### src/rtl/core/vbc_pkg.sv
// Shared types, codes and constants of the byte cipher.
package vbc_pkg;

  localparam int ALPHABET_DEPTH_DEF = 64;
  localparam int KEY_DEPTH_DEF      = 64;
  localparam int FIFO_DEPTH         = 4;
  localparam int WIDE_IDX_W         = 9;
  localparam int RESET_LETTERS      = 26;
  localparam logic [7:0] LETTER_A   = 8'h41;

  typedef enum logic [1:0] {
    OP_ALPHA  = 2'd0,
    OP_KEY    = 2'd1,
    OP_CIPHER = 2'd2
  } vbc_op_t;

  typedef enum logic [1:0] {
    CFG_MODE = 2'd0,
    CFG_ALEN = 2'd1,
    CFG_KLEN = 2'd2
  } vbc_cfg_idx_t;

  typedef enum logic [2:0] {
    BK_IDLE,
    BK_SCAN,
    BK_PICK,
    BK_LOOK,
    BK_SEND
  } vbc_bk_state_t;

  // One queued transaction for the back end.
  typedef struct packed {
    logic       is_cipher;
    logic [5:0] idx;
    logic [7:0] val;
    logic [7:0] kb;
  } vbc_item_t;

  // Back-end control strobes, decoded per state.
  typedef struct packed {
    logic pop;
    logic wr_en;
    logic ld_match;
    logic ld_scan;
    logic ld_pick;
    logic rd_en;
    logic ld_out;
  } vbc_bk_ctl_t;

  // Alphabet content after reset: A..Z, then zeros.
  function automatic logic [7:0] reset_letter(input logic [7:0] i);
    logic [7:0] r;
    if (i < 8'(RESET_LETTERS)) r = LETTER_A + i;
    else                       r = 8'h00;
    return r;
  endfunction

endpackage

### src/rtl/core/vbc_fifo.sv
// Short in-order queue between the front end and the back end.
module vbc_fifo (
  input  logic               clk,
  input  logic               rst_n,
  input  logic               push,
  input  vbc_pkg::vbc_item_t push_item,
  output logic               full,
  input  logic               pop,
  output logic               head_valid,
  output vbc_pkg::vbc_item_t head
);
  import vbc_pkg::*;

  localparam int PW = $clog2(FIFO_DEPTH);
  localparam int CW = $clog2(FIFO_DEPTH + 1);

  vbc_item_t       mem_r [FIFO_DEPTH];
  logic [PW-1:0]   wr_ptr_r;
  logic [PW-1:0]   rd_ptr_r;
  logic [CW-1:0]   cnt_r;

  assign full       = (cnt_r == CW'(FIFO_DEPTH));
  assign head_valid = (cnt_r != '0);
  assign head       = mem_r[rd_ptr_r];

  always_ff @(posedge clk) begin
    if (push) begin
      mem_r[wr_ptr_r] <= push_item;
    end
  end

  always_ff @(posedge clk) begin
    if (!rst_n) begin
      wr_ptr_r <= '0;
      rd_ptr_r <= '0;
      cnt_r    <= '0;
    end else begin
      if (push) wr_ptr_r <= wr_ptr_r + PW'(1);
      if (pop)  rd_ptr_r <= rd_ptr_r + PW'(1);
      if (push && !pop)      cnt_r <= cnt_r + CW'(1);
      else if (pop && !push) cnt_r <= cnt_r - CW'(1);
    end
  end

endmodule

### src/rtl/core/vbc_front.sv
// Front end: accepts transactions, owns the key store and the key position.
module vbc_front #(
  parameter int KEY_DEPTH = vbc_pkg::KEY_DEPTH_DEF
) (
  input  logic               clk,
  input  logic               rst_n,
  input  logic               in_valid,
  output logic               in_ready,
  input  vbc_pkg::vbc_op_t   op,
  input  logic [5:0]         idx,
  input  logic [7:0]         val,
  input  logic               restart,
  input  logic [6:0]         klen,
  input  logic               q_full,
  output logic               q_push,
  output vbc_pkg::vbc_item_t q_item
);
  import vbc_pkg::*;

  localparam int KW  = (KEY_DEPTH > 1) ? $clog2(KEY_DEPTH) : 1;
  localparam int KLW = $clog2(KEY_DEPTH + 1);
  localparam int KCW = (KLW + 1 > 7) ? KLW + 1 : 7;

  logic [7:0]      key_mem [KEY_DEPTH];
  logic [7:0]      key_rd_r;
  logic [7:0]      msg_r;
  logic            pend_r;
  logic [KW-1:0]   pos_r;
  logic [KW-1:0]   pos_nxt;
  logic [KW-1:0]   pos_base;
  logic [KCW-1:0]  klen_eff;
  logic            accept;
  logic            is_alpha;
  logic            is_key;
  logic            is_cipher;
  logic [WIDE_IDX_W-1:0] idx_w;
  logic            key_hit;

  assign in_ready = !pend_r && !q_full;
  assign accept   = in_valid && in_ready;
  assign idx_w    = WIDE_IDX_W'(idx);
  assign key_hit  = idx_w < WIDE_IDX_W'(KEY_DEPTH);

  always_comb begin
    is_alpha  = 1'b0;
    is_key    = 1'b0;
    is_cipher = 1'b0;
    unique case (op)
      OP_ALPHA:  is_alpha  = 1'b1;
      OP_KEY:    is_key    = 1'b1;
      OP_CIPHER: is_cipher = 1'b1;
      default:   ;
    endcase
  end

  // Key length clamps to the store depth; a stale position restarts at zero.
  always_comb begin
    logic [KCW-1:0] k;
    logic [KCW-1:0] inc;
    k = KCW'(klen);
    if (k > KCW'(KEY_DEPTH)) klen_eff = KCW'(KEY_DEPTH);
    else                     klen_eff = k;
    if (restart || (KCW'(pos_r) >= klen_eff)) pos_base = '0;
    else                                      pos_base = pos_r;
    inc = KCW'(pos_base) + KCW'(1);
    if (inc >= klen_eff) pos_nxt = '0;
    else                 pos_nxt = inc[KW-1:0];
  end

  always_ff @(posedge clk) begin
    if (accept && is_key && key_hit) begin
      key_mem[idx_w[KW-1:0]] <= val;
    end
    if (accept && is_cipher) begin
      key_rd_r <= key_mem[pos_base];
      msg_r    <= val;
    end
  end

  always_ff @(posedge clk) begin
    if (!rst_n) begin
      pend_r <= 1'b0;
      pos_r  <= '0;
    end else begin
      pend_r <= accept && is_cipher;
      if (accept && is_cipher) pos_r <= pos_nxt;
    end
  end

  // Alphabet writes go out at once, cipher bytes in the following cycle with their key byte.
  always_comb begin
    q_push = 1'b0;
    q_item = '0;
    if (pend_r) begin
      q_push         = 1'b1;
      q_item.is_cipher = 1'b1;
      q_item.val     = msg_r;
      q_item.kb      = key_rd_r;
    end else if (accept && is_alpha) begin
      q_push         = 1'b1;
      q_item.idx     = idx;
      q_item.val     = val;
    end
  end

endmodule

### src/rtl/core/vbc_back.sv
// Back end: alphabet store, match scan, index arithmetic and result register.
module vbc_back #(
  parameter int ALPHABET_DEPTH = vbc_pkg::ALPHABET_DEPTH_DEF
) (
  input  logic               clk,
  input  logic               rst_n,
  input  logic               mode,
  input  logic [5:0]         alen,
  input  logic               q_valid,
  input  vbc_pkg::vbc_item_t q_head,
  output logic               q_pop,
  output logic               out_valid,
  input  logic               out_ready,
  output logic [7:0]         out_byte,
  output logic               out_flag
);
  import vbc_pkg::*;

  localparam int AW  = (ALPHABET_DEPTH > 2) ? $clog2(ALPHABET_DEPTH) : 1;
  localparam int ACW = (AW > 6) ? AW : 6;

  vbc_bk_state_t state_r, state_nxt;
  vbc_bk_ctl_t   ctl;

  logic [7:0]  lane_r [ALPHABET_DEPTH];
  logic [7:0]  amem   [ALPHABET_DEPTH];
  logic [ALPHABET_DEPTH-1:0] aval_r;

  logic [ALPHABET_DEPTH-1:0] mx_c, my_c, mx_r, my_r;
  logic [AW-1:0] alen_eff;
  logic [AW-1:0] stop_c, stop_r;
  logic          found_c, found_r;
  logic [AW-1:0] x_c, y_c, x_r, y_r;
  logic [AW-1:0] sum_c;
  logic [7:0]    msg_r;
  logic [7:0]    rdata_r;
  logic          rvalid_r;
  logic [AW-1:0] raddr_r;
  logic [WIDE_IDX_W-1:0] idx_w;
  logic          wr_hit;
  logic          out_valid_r;
  logic [7:0]    out_byte_r;
  logic          out_flag_r;
  logic          out_free;

  assign idx_w    = WIDE_IDX_W'(q_head.idx);
  assign wr_hit   = idx_w < WIDE_IDX_W'(ALPHABET_DEPTH);
  assign out_free = !out_valid_r || out_ready;
  assign q_pop    = ctl.pop;

  always_comb begin
    logic [ACW-1:0] a;
    a = ACW'(alen);
    if (a > ACW'(ALPHABET_DEPTH - 1)) alen_eff = AW'(ALPHABET_DEPTH - 1);
    else                              alen_eff = a[AW-1:0];
  end

  // Two comparators per lane, one for each byte, masked by the active length.
  always_comb begin
    for (int i = 0; i < ALPHABET_DEPTH; i++) begin
      mx_c[i] = (lane_r[i] == q_head.val) && (AW'(i) < alen_eff);
      my_c[i] = (lane_r[i] == q_head.kb)  && (AW'(i) < alen_eff);
    end
  end

  // First hit of each byte; the scan stops at the later of the two.
  always_comb begin
    logic [AW-1:0] fx, fy;
    fx = '0;
    fy = '0;
    for (int i = ALPHABET_DEPTH - 1; i >= 0; i--) begin
      if (mx_r[i]) fx = AW'(i);
      if (my_r[i]) fy = AW'(i);
    end
    found_c = (|mx_r) && (|my_r);
    stop_c  = (fx > fy) ? fx : fy;
  end

  // Last hit of each byte at or below the stop index.
  always_comb begin
    x_c = '0;
    y_c = '0;
    for (int i = 0; i < ALPHABET_DEPTH; i++) begin
      if (mx_r[i] && (AW'(i) <= stop_r)) x_c = AW'(i);
      if (my_r[i] && (AW'(i) <= stop_r)) y_c = AW'(i);
    end
  end

  always_comb begin
    logic [AW:0] s;
    if (mode) s = {1'b0, x_r} + {1'b0, alen_eff} - {1'b0, y_r};
    else      s = {1'b0, x_r} + {1'b0, y_r};
    if (s >= {1'b0, alen_eff}) s = s - {1'b0, alen_eff};
    sum_c = s[AW-1:0];
  end

  always_comb begin
    state_nxt = state_r;
    unique case (state_r)
      BK_IDLE: if (q_valid && q_head.is_cipher) state_nxt = BK_SCAN;
      BK_SCAN: state_nxt = found_c ? BK_PICK : BK_SEND;
      BK_PICK: state_nxt = BK_LOOK;
      BK_LOOK: state_nxt = BK_SEND;
      BK_SEND: if (out_free) state_nxt = BK_IDLE;
      default: state_nxt = BK_IDLE;
    endcase
  end

  always_comb begin
    ctl = '0;
    unique case (state_r)
      BK_IDLE: begin
        ctl.pop      = q_valid;
        ctl.wr_en    = q_valid && !q_head.is_cipher && wr_hit;
        ctl.ld_match = q_valid && q_head.is_cipher;
      end
      BK_SCAN: ctl.ld_scan = 1'b1;
      BK_PICK: ctl.ld_pick = 1'b1;
      BK_LOOK: ctl.rd_en   = 1'b1;
      BK_SEND: ctl.ld_out  = out_free;
      default: ;
    endcase
  end

  always_ff @(posedge clk) begin
    if (!rst_n) begin
      for (int i = 0; i < ALPHABET_DEPTH; i++) begin
        lane_r[i] <= reset_letter(8'(i));
      end
    end else if (ctl.wr_en) begin
      lane_r[idx_w[AW-1:0]] <= q_head.val;
    end
  end

  // Lookup copy of the alphabet; unwritten entries read as their reset value.
  always_ff @(posedge clk) begin
    if (ctl.wr_en) begin
      amem[idx_w[AW-1:0]] <= q_head.val;
    end
    if (ctl.rd_en) begin
      rdata_r <= amem[sum_c];
      raddr_r <= sum_c;
    end
  end

  always_ff @(posedge clk) begin
    if (!rst_n) begin
      aval_r   <= '0;
      rvalid_r <= 1'b0;
    end else begin
      if (ctl.wr_en) aval_r[idx_w[AW-1:0]] <= 1'b1;
      if (ctl.rd_en) rvalid_r <= aval_r[sum_c];
    end
  end

  always_ff @(posedge clk) begin
    if (ctl.ld_match) begin
      mx_r  <= mx_c;
      my_r  <= my_c;
      msg_r <= q_head.val;
    end
    if (ctl.ld_scan) begin
      stop_r  <= stop_c;
      found_r <= found_c;
    end
    if (ctl.ld_pick) begin
      x_r <= x_c;
      y_r <= y_c;
    end
    if (ctl.ld_out) begin
      out_flag_r <= !found_r;
      if (!found_r)      out_byte_r <= msg_r;
      else if (rvalid_r) out_byte_r <= rdata_r;
      else               out_byte_r <= reset_letter(8'(raddr_r));
    end
  end

  always_ff @(posedge clk) begin
    if (!rst_n) begin
      state_r     <= BK_IDLE;
      out_valid_r <= 1'b0;
    end else begin
      state_r <= state_nxt;
      if (ctl.ld_out)     out_valid_r <= 1'b1;
      else if (out_ready) out_valid_r <= 1'b0;
    end
  end

  assign out_valid = out_valid_r;
  assign out_byte  = out_byte_r;
  assign out_flag  = out_flag_r;

endmodule

### src/rtl/core/vigenere_byte_cipher.sv
// Top level of the Vigenere byte cipher: ports, register bank, front/queue/back.
//
// Input stream (in_*): each transaction is an alphabet write, a key write or a
// message byte to cipher, selected by in_tuser[1:0]. Only cipher transactions
// produce a result on the output stream (out_*); writes and the unused op code
// produce none. Results come out in input order.
// Config port (cfg_*): cfg_ready is always high; writes take effect next cycle
// and must only be issued while the block has nothing in flight.
// A cipher byte is registered in the front end with its key byte, queued, then
// taken through the back end's sequence: match capture, first-hit scan, last-hit
// pick, modulo add and lookup read, result load; pass-through skips pick and read.
// The front end takes one write per cycle while the queue has room and holds off
// input while a cipher byte waits for its key byte; the back end retires one
// alphabet write per cycle while idle, one cipher byte at a time. A 4-deep queue
// lets the front keep accepting while the back works.
// Reset (rst_n low, synchronous): alphabet returns to A..Z, key position to zero,
// registers to encrypt / length 26 / key length 1; key contents are undefined.
// Receiver stall: the result register holds; the back end waits, the queue fills
// and then in_tready drops.
module vigenere_byte_cipher #(
  parameter int ALPHABET_DEPTH = vbc_pkg::ALPHABET_DEPTH_DEF,
  parameter int KEY_DEPTH      = vbc_pkg::KEY_DEPTH_DEF
) (
  input  logic        clk,
  input  logic        rst_n,
  input  logic        in_tvalid,
  output logic        in_tready,
  input  logic [15:0] in_tdata,   // [5:0] index, [13:6] value, [15:14] zero
  input  logic [2:0]  in_tuser,   // [1:0] op, [2] restart
  output logic        out_tvalid,
  input  logic        out_tready,
  output logic [7:0]  out_tdata,  // [7:0] out_byte
  output logic        out_tuser,  // [0] passed_through
  input  logic        cfg_valid,
  output logic        cfg_ready,
  input  logic [1:0]  cfg_index,
  input  logic [6:0]  cfg_data
);
  import vbc_pkg::*;

  logic       mode_r;
  logic [5:0] alen_r;
  logic [6:0] klen_r;

  logic       q_push, q_full, q_pop, q_valid;
  vbc_item_t  q_item, q_head;

  assign cfg_ready = 1'b1;

  // Register bank; a zero key length is ignored, unknown indexes are dropped.
  always_ff @(posedge clk) begin
    if (!rst_n) begin
      mode_r <= 1'b0;
      alen_r <= 6'd26;
      klen_r <= 7'd1;
    end else if (cfg_valid && cfg_ready) begin
      unique case (cfg_index)
        CFG_MODE: mode_r <= cfg_data[0];
        CFG_ALEN: alen_r <= cfg_data[5:0];
        CFG_KLEN: if (cfg_data != 7'd0) klen_r <= cfg_data;
        default:  ;
      endcase
    end
  end

  vbc_front #(
    .KEY_DEPTH (KEY_DEPTH)
  ) u_front (
    .clk      (clk),
    .rst_n    (rst_n),
    .in_valid (in_tvalid),
    .in_ready (in_tready),
    .op       (vbc_op_t'(in_tuser[1:0])),
    .idx      (in_tdata[5:0]),
    .val      (in_tdata[13:6]),
    .restart  (in_tuser[2]),
    .klen     (klen_r),
    .q_full   (q_full),
    .q_push   (q_push),
    .q_item   (q_item)
  );

  vbc_fifo u_fifo (
    .clk        (clk),
    .rst_n      (rst_n),
    .push       (q_push),
    .push_item  (q_item),
    .full       (q_full),
    .pop        (q_pop),
    .head_valid (q_valid),
    .head       (q_head)
  );

  vbc_back #(
    .ALPHABET_DEPTH (ALPHABET_DEPTH)
  ) u_back (
    .clk       (clk),
    .rst_n     (rst_n),
    .mode      (mode_r),
    .alen      (alen_r),
    .q_valid   (q_valid),
    .q_head    (q_head),
    .q_pop     (q_pop),
    .out_valid (out_tvalid),
    .out_ready (out_tready),
    .out_byte  (out_tdata),
    .out_flag  (out_tuser)
  );

endmodule

### config.mk
export PLATFORM = sky130hd
export DESIGN_NAME = vigenere_byte_cipher
export DESIGN_NICKNAME = d
export VERILOG_FILES = /design/src/rtl/core/vbc_pkg.sv /design/src/rtl/core/vbc_fifo.sv /design/src/rtl/core/vbc_front.sv /design/src/rtl/core/vbc_back.sv /design/src/rtl/core/vigenere_byte_cipher.sv
export SDC_FILE = /design/constraint.sdc
export NUM_CORES = 2
export LEC_CHECK = 0
export ABC_CLOCK_PERIOD_IN_PS = 7120
export BUFFER_PORTS_ARGS = -buffer_cell sky130_fd_sc_hd__buf_2
export CAP_MARGIN = 20
export CORE_ASPECT_RATIO = 0.7
export CORE_UTILIZATION = 51
export DETAILED_ROUTE_END_ITERATION = 12
export PLACE_DENSITY = 0.66
export SYNTH_ARGS = -nofsm -noshare
export SYNTH_HDL_FRONTEND = slang
export SYNTH_SLANG_ARGS = --single-unit
### constraint.sdc
create_clock -name clk -period 7.12 [get_ports clk]
set_input_delay 1.424 -clock clk [delete_from_list [all_inputs] [get_ports clk]]
set_output_delay 1.424 -clock clk [all_outputs]
set_load 0.005 [all_outputs]
# Word level (Yosys, flattened, before mapping)
# Memory sizes are Yosys's and may differ from the RTL's. A register that Yosys moved wholly into a read port is not among the register bits.
# Index checks and enable logic that the tools add are counted.
word_totals:
  register_bits: 275
  ramBits: 1628
  output_inout_bits: 12
  word_cells: 956
  mem_count: 4
classes:
  addsub: 10
  n_lt_le_gt_ge: 139
  n_eq_ne: 139
  n_mux: 330
  bitwise_logic: 1
  reduce_logical: 300
mem_list:
  columns: ["memory", "words", "width", "read_ports", "rd_clocked_by_memory_dff", "wr", "line_no", "source"]
  rows:
  - ["u_back.amem", 64, 8, 1, 1, 1, "vbc_back.sv:26", "logic [7:0] amem [ALPHABET_DEPTH];"]
  - ["u_back.lane_r", 64, 8, 64, 0, 64, "vbc_back.sv:25", "logic [7:0] lane_r [ALPHABET_DEPTH];"]
  - ["u_front.key_mem", 64, 8, 1, 1, 1, "vbc_front.sv:24", "logic [7:0] key_mem [KEY_DEPTH];"]
  - ["u_fifo.mem_r", 4, 23, 1, 1, 1, "vbc_fifo.sv:17", "vbc_item_t mem_r [FIFO_DEPTH];"]
op_table:
  columns: ["cell", "n"]
  rows:
  - ["8-bit == test", 128]
  - ["6-bit 2-to-1 mux", 135]
  - ["5-bit 2-to-1 mux", 64]
  - ["1-bit logical AND", 267]
  - ["8-bit 2-to-1 mux", 33]
  - ["6-bit <= comparator, first input constant", 32]
  - ["6-bit less-than comparator, first input constant", 32]
  - ["4-bit 2-to-1 mux", 32]
  - ["64-bit OR reduction", 2]
  - ["5-bit by 6-bit <= comparator with 1-bit output, first input constant", 16]
  - ["5-bit by 6-bit less-than comparator with 1-bit output, first input constant", 16]
  - ["3-bit 2-to-1 mux", 22]
  - ["64-bit OR", 1]
  - ["32-bit OR reduction", 2]
  - ["4-bit by 6-bit <= comparator with 1-bit output, first input constant", 8]
  - ["4-bit by 6-bit less-than comparator with 1-bit output, first input constant", 8]
  - ["16-bit OR reduction", 2]
  - ["6-bit by 7-bit less-than comparator with 1-bit output, second input constant", 4]
  - ["1-bit 2-to-1 mux", 28]
  - ["3-bit by 6-bit <= comparator with 1-bit output, first input constant", 4]
  - ["3-bit by 6-bit less-than comparator with 1-bit output, first input constant", 4]
  - ["8-bit OR reduction", 3]
  - ["2-bit 2-to-1 mux", 10]
  - ["3-bit one-hot mux with 5 select lines", 1]
  - ["other kinds (41)", 65]

# Longest topological paths before layout
logic_depth:
  word_depth: 66
  ltp_mapped: 26
  depth_no_buf: 24

# Hierarchy
# Synthesis repeated with hierarchy kept, for this count alone.
unflattened:
  hier_cells: 7066
  area_unflattened_um2: 92751.5
modules_own_cells:
  columns: ["mod", "n_inst", "cells_per_inst", "area_each_um2"]
  rows:
  - ["vbc_back", 1, 5490, 66297.3]
  - ["vbc_front", 1, 1354, 22031.1]
  - ["vbc_fifo", 1, 163, 3799.9]
  - ["vigenere_byte_cipher", 1, 59, 623.1]

# Worst setup path after synthesis
# Ideal clock, no wire load.
synth_timing:
  path_type: "flip-flop to flip-flop"
  startpoint: "register alen_r[1]"
  endpoint: "register u_back.rdata_r[6] (read register of u_back.amem) (data pin)"
  setup_time_ns: 0.276
  arrival_time_ns: 4.707
  path_slack_ns: 2.137
  stages_incl_launch_ff: 22
  path_buffers: 5
  cell_sequence: "dfxtp_1 clkbuf_1 clkbuf_1 fa_1 ha_1 a21o_1 a21oi_1 xnor2_1 nand2_1 o21ai_0 ha_1 o21a_1 o31a_1 o221a_2 a211oi_4 mux2i_1 buf_2 buf_2 buf_2 mux2i_1 mux2i_1 mux2i_1"
synth_between:
  elab_chain_len: 7
synth_rtl:
  columns: ["element", "line_no", "source"]
  rows:
  - ["from (decl)", "vigenere_byte_cipher.sv:42", "logic [5:0] alen_r;"]
  - ["from (signal assigned)", "vigenere_byte_cipher.sv:59", "CFG_ALEN: alen_r <= cfg_data[5:0];"]
  - ["6-bit greater-than comparator", "vbc_back.sv:54", "if (a > ACW'(ALPHABET_DEPTH - 1)) alen_eff = AW'(ALPHABET_DEPTH - 1);"]
  - ["6-bit 2-to-1 mux (*)", "vbc_back.sv:54", null]
  - ["6-bit by 6-bit adder with 7-bit output", "vbc_back.sv:91", "if (mode) s = {1'b0, x_r} + {1'b0, alen_eff} - {1'b0, y_r};"]
  - ["7-bit by 6-bit subtractor with 7-bit output", "vbc_back.sv:91", null]
  - ["7-bit 2-to-1 mux", "vbc_back.sv:91", null]
  - ["6-bit subtractor / 7-bit by 6-bit greater-or-equal comparator with 1-bit output (equally long branches)", "vbc_back.sv:93", "if (s >= {1'b0, alen_eff}) s = s - {1'b0, alen_eff};"]
  - ["6-bit 2-to-1 mux (*)", "vbc_back.sv:93", null]
  - ["to (decl)", "vbc_back.sv:36", "logic [7:0] rdata_r;"]
# Every way passes the cells marked *; elsewhere a longest branch is shown, timed or not.
# A chain may end at the register's enable or synchronous reset.

# Worst setup path in the final report
layout_timing:
  startpoint: "register u_back.y_r[1]"
  endpoint: "register u_back.rdata_r[1] (read register of u_back.amem) (data pin)"
layout_between:
  elab_chain_len: 4
layout_rtl:
  columns: ["element", "line_no", "source"]
  rows:
  - ["from (decl)", "vbc_back.sv:33", "logic [AW-1:0] x_c, y_c, x_r, y_r;"]
  - ["from (signal assigned)", "vbc_back.sv:168", "y_r <= y_c;"]
  - ["7-bit by 6-bit subtractor with 7-bit output / 6-bit by 6-bit adder with 7-bit output (equally long branches)", "vbc_back.sv:91, vbc_back.sv:92", null]
  - ["7-bit 2-to-1 mux (*)", "vbc_back.sv:91", null]
  - ["6-bit subtractor / 7-bit by 6-bit greater-or-equal comparator with 1-bit output (equally long branches)", "vbc_back.sv:93", null]
  - ["6-bit 2-to-1 mux (*)", "vbc_back.sv:93", null]
# Marked as above.

==> flow_summary.ini <==
[global_routing]
use_met1 = 0.465
grt.busiest_layer = met1
grt_max_degree = 125
grt-ovfl-total = 0
grt.met2_usage = 0.430
antenna_found_initial = 6
grt_use_met3 = 0.0982
grt_pass1_vias = 58100
grt_pass1_wl_microns = 404000
track_usage = 0.311

[cts]
clock_sinks = 1911
cts_root_buf = clkbuf_16
cts_buffer_depth = 3
cts_tree = done
worstSkewPairLatency_ns = 0.86
holdBufCountCts = 0
h-tree-depth = 4
cts_resized = 0
path_clk_slew_ns = 0.07
post_cts_buffers = 0
cts_buffers = 180

[finish]
final_cells = 9713
postLayoutCoreUtil = 0.566
area_growth_syn_to_layout_pct = 10.3
final_nets = 7300
fill_cells = 14400
stdcell_area_sq_um = 100000
drive_gt1_frac = 0.0910

[critical_path]
worstPathArrival_ns = 6.92
reg2reg_from = u_back.y_r[1]
cp-start-kind = flop
startpoint = u_back.y_r[1]
critical_path_class = flop to flop
cp.required_ns = 7.68
cp-end-kind = flop
r2r_cells = 25
crit_fanout = 124

[timing]
rsz0062_at_grt = false
post-route-period-util = 0.894
min_period_ns = 6.37
worst_slew_pin_slew_ns = 1.34
relSlewSlack = 0.102
fmax_mhz = 157
hold_violations = 0
drv_slew = 0
clock_skew_ns = 0.0518
setup_tns_ns = 0
whs_ns = 0.449
finalSetupViolCount = 0

[die]
rows = 129
fp.dieH_microns = 355
dieWidth_microns = 506
core-area_sq_um = 177000
initial_core_util = 0.513
ios = 45
fp.dieArea_sq_um = 179000

[placed_design]
port_buffers = 41
gp_congestion = 1.06
hpwl_microns = 184000
placed_cells = 9331
placed_area_sq_um = 93900

[detailed_routing]
via_per_inst = 6.30
wire_per_inst_microns = 29.1
route.antenna.remaining_nets = 0
drc = 0
vias = 61200
drt_iter0_drc = 9003
first_pass_iters = 9
drt-total-wl_microns = 283000

[synth]
ys_ff_latch = 1911
async_flop_share = 0
syn_inst = 7166
ys_seq_area_frac = 0.622
synth_edf_count = 1812
syn_avg_cell_area_sq_um = 12.6
synth_warnings = 0
synth.distinct_cells = 84
netlist_area_sq_um = 90600
synth.net_count = 7258
ys.flop_type = edfxtp_1

[pwr]
ir_worst_vdd_mv = 0.465
power_density_nw_per_um2 = 409
p_leak_nw = 33.2

[hold_path]
hp-class = flop to flop
hp-start = u_back.aval_r[32]
hold-path-cell-count = 2

[status]
status = finished, final reports clean

[job]
drv_cap = 0
-- routing by layer --
metal,vias up,wire length (microns)
met3,547,39600
met1,30600,120000
met5,-,0
met2,3689,115000
li1,26300,-
met4,0,8390
-- cell families after synthesis --
kind of cell	share of synthesized area
AO/OA/AOI/OAI	0.0620
XOR/XNOR	0.0992
adder cells (fa/ha/maj)	0.00889
buffers and inverters	0.0247
flip-flops	0.622
multiplexers	0.0778
other	0.0000414
AND/OR/NAND/NOR	0.105
-- worst paths after layout --
check,to,slack (ns)
worst max register to register,u_back.rdata_r[1],0.75
worst min-delay path,u_back.aval_r[32],0.45
worst max-delay path,u_back.rdata_r[1],0.75
worst min register to register,u_back.aval_r[32],0.45
-- worst max-delay path, cell delays in order, from the launching register on --
cell and delay [ns]:
edfxtp_1 0.43, inv_1 0.10, fa_1 0.54, ha_1 0.33, a21o_1 0.18, a21oi_1 0.23
o21bai_1 0.09, a21oi_1 0.18, xor2_1 0.16, nand2_1 0.06, o21ai_0 0.17, inv_1 0.08
ha_1 0.33, nand2_1 0.07, o21bai_1 0.28, a211oi_4 0.07, buf_4 0.19, mux2i_4 0.25
inv_16 0.46, buf_12 0.34, mux2i_1 0.24, mux2i_1 0.11, mux2i_1 0.16, mux2i_1 0.12
mux2i_1 0.54, mux2i_1 0.15
-- area by class of cell --
| cell class | count | area [sq um] | area share |
|---|---|---|---|
| timing repair buffer | 279 | 2080 | 0.0208 |
| inverter | 99 | 434 | 0.00434 |
| tap | 2358 | 2950 | 0.0295 |
| clock inverter | 88 | 997 | 0.00997 |
| clock buffer | 240 | 4840 | 0.0484 |
| antenna | 1 | 2.50 | 0.0000250 |
| multi-input combinational | 4737 | 32300 | 0.323 |
| sequential | 1911 | 56400 | 0.564 |
-- metrics by stage --
step | worst slack (ns) | power (mW)
floorplan | 2.14 | 25.6
global placement | 1.00 | 30.8
detailed placement | 0.963 | 31.0
CTS | 0.944 | 40.5
global route | 0.612 | 42.2
finish | 0.754 | 40.9
-- power breakdown --
part	switching, mW	internal [mW]	total (mW)
clock network	4.37	5.23	9.60
registers	0.851	13.5	14.3
logic	10.9	6.05	17.0
-- sequential cells by signal, indices dropped and copies added, names as in the netlist, 3 cells and up, named ones only --
| name | count |
|---|---|
| u_back.my_r | 63 |
| u_back.y_r | 6 |
| u_back.amem | 512 |
| u_front.msg_r | 8 |
| klen_r | 7 |
| u_back.aval_r | 64 |
| u_fifo.mem_r | 92 |
| u_back.mx_r | 63 |
| u_back.state_r | 3 |
| u_back.rdata_r | 8 |
| u_back.out_byte | 8 |
| u_front.key_mem | 512 |
| u_front.pos_r | 6 |
| u_fifo.cnt_r | 3 |
| u_back.msg_r | 8 |
| u_back.lane_r | 504 |
| u_front.key_rd_r | 8 |
| u_back.x_r | 6 |
| alen_r | 6 |
| u_back.stop_r | 6 |
| u_back.raddr_r | 6 |
-- Yosys cell counts, drive strengths merged, types with 18 or more instances --
cell    count  area (sq um)
a221oi     72           631
dfxtp      99          1980
o211ai     46           345
o31ai      20           155
nand3     172           861
nor2b      26           163
and2       22           138
nor3       55           280
a31oi      20           125
xnor2     860          7530
xor2      167          1460
and3       26           163
a22oi      21           158
nand2     482          1810
mux2i     660          6610
nor4      217          1360
nand4     129           807
inv        94           355
buf       147           843
clkbuf    272          1020
o221a      34           383
ha         50           626
nand2b     18           113
o21ai     199           996
a21o       21           158
nor2      903          3390
a21oi     248          1240
edfxtp   1812         54400
o21bai     42           315
-- cells in the final DEF (no fill, tap or decap), types with 22 or more instances in the layout --
cell type / instances
nand3_1: 170
a221oi_1: 72
nor2_1: 875
clkinv_2: 24
clkinv_1: 38
inv_1: 81
nor3_1: 53
xor2_1: 167
clkbuf_16: 182
o211ai_1: 46
nand2_1: 482
nor4_1: 217
o21bai_1: 42
dfxtp_1: 96
ha_1: 50
mux2i_1: 658
o21ai_0: 188
nand4_1: 129
buf_2: 82
nor2_2: 27
buf_4: 171
clkbuf_1: 51
and3_1: 25
xnor2_1: 860
a21oi_1: 247
edfxtp_1: 1812
nor2b_1: 22
o221a_2: 34
Note: power is estimated with default switching activity, not from simulation.
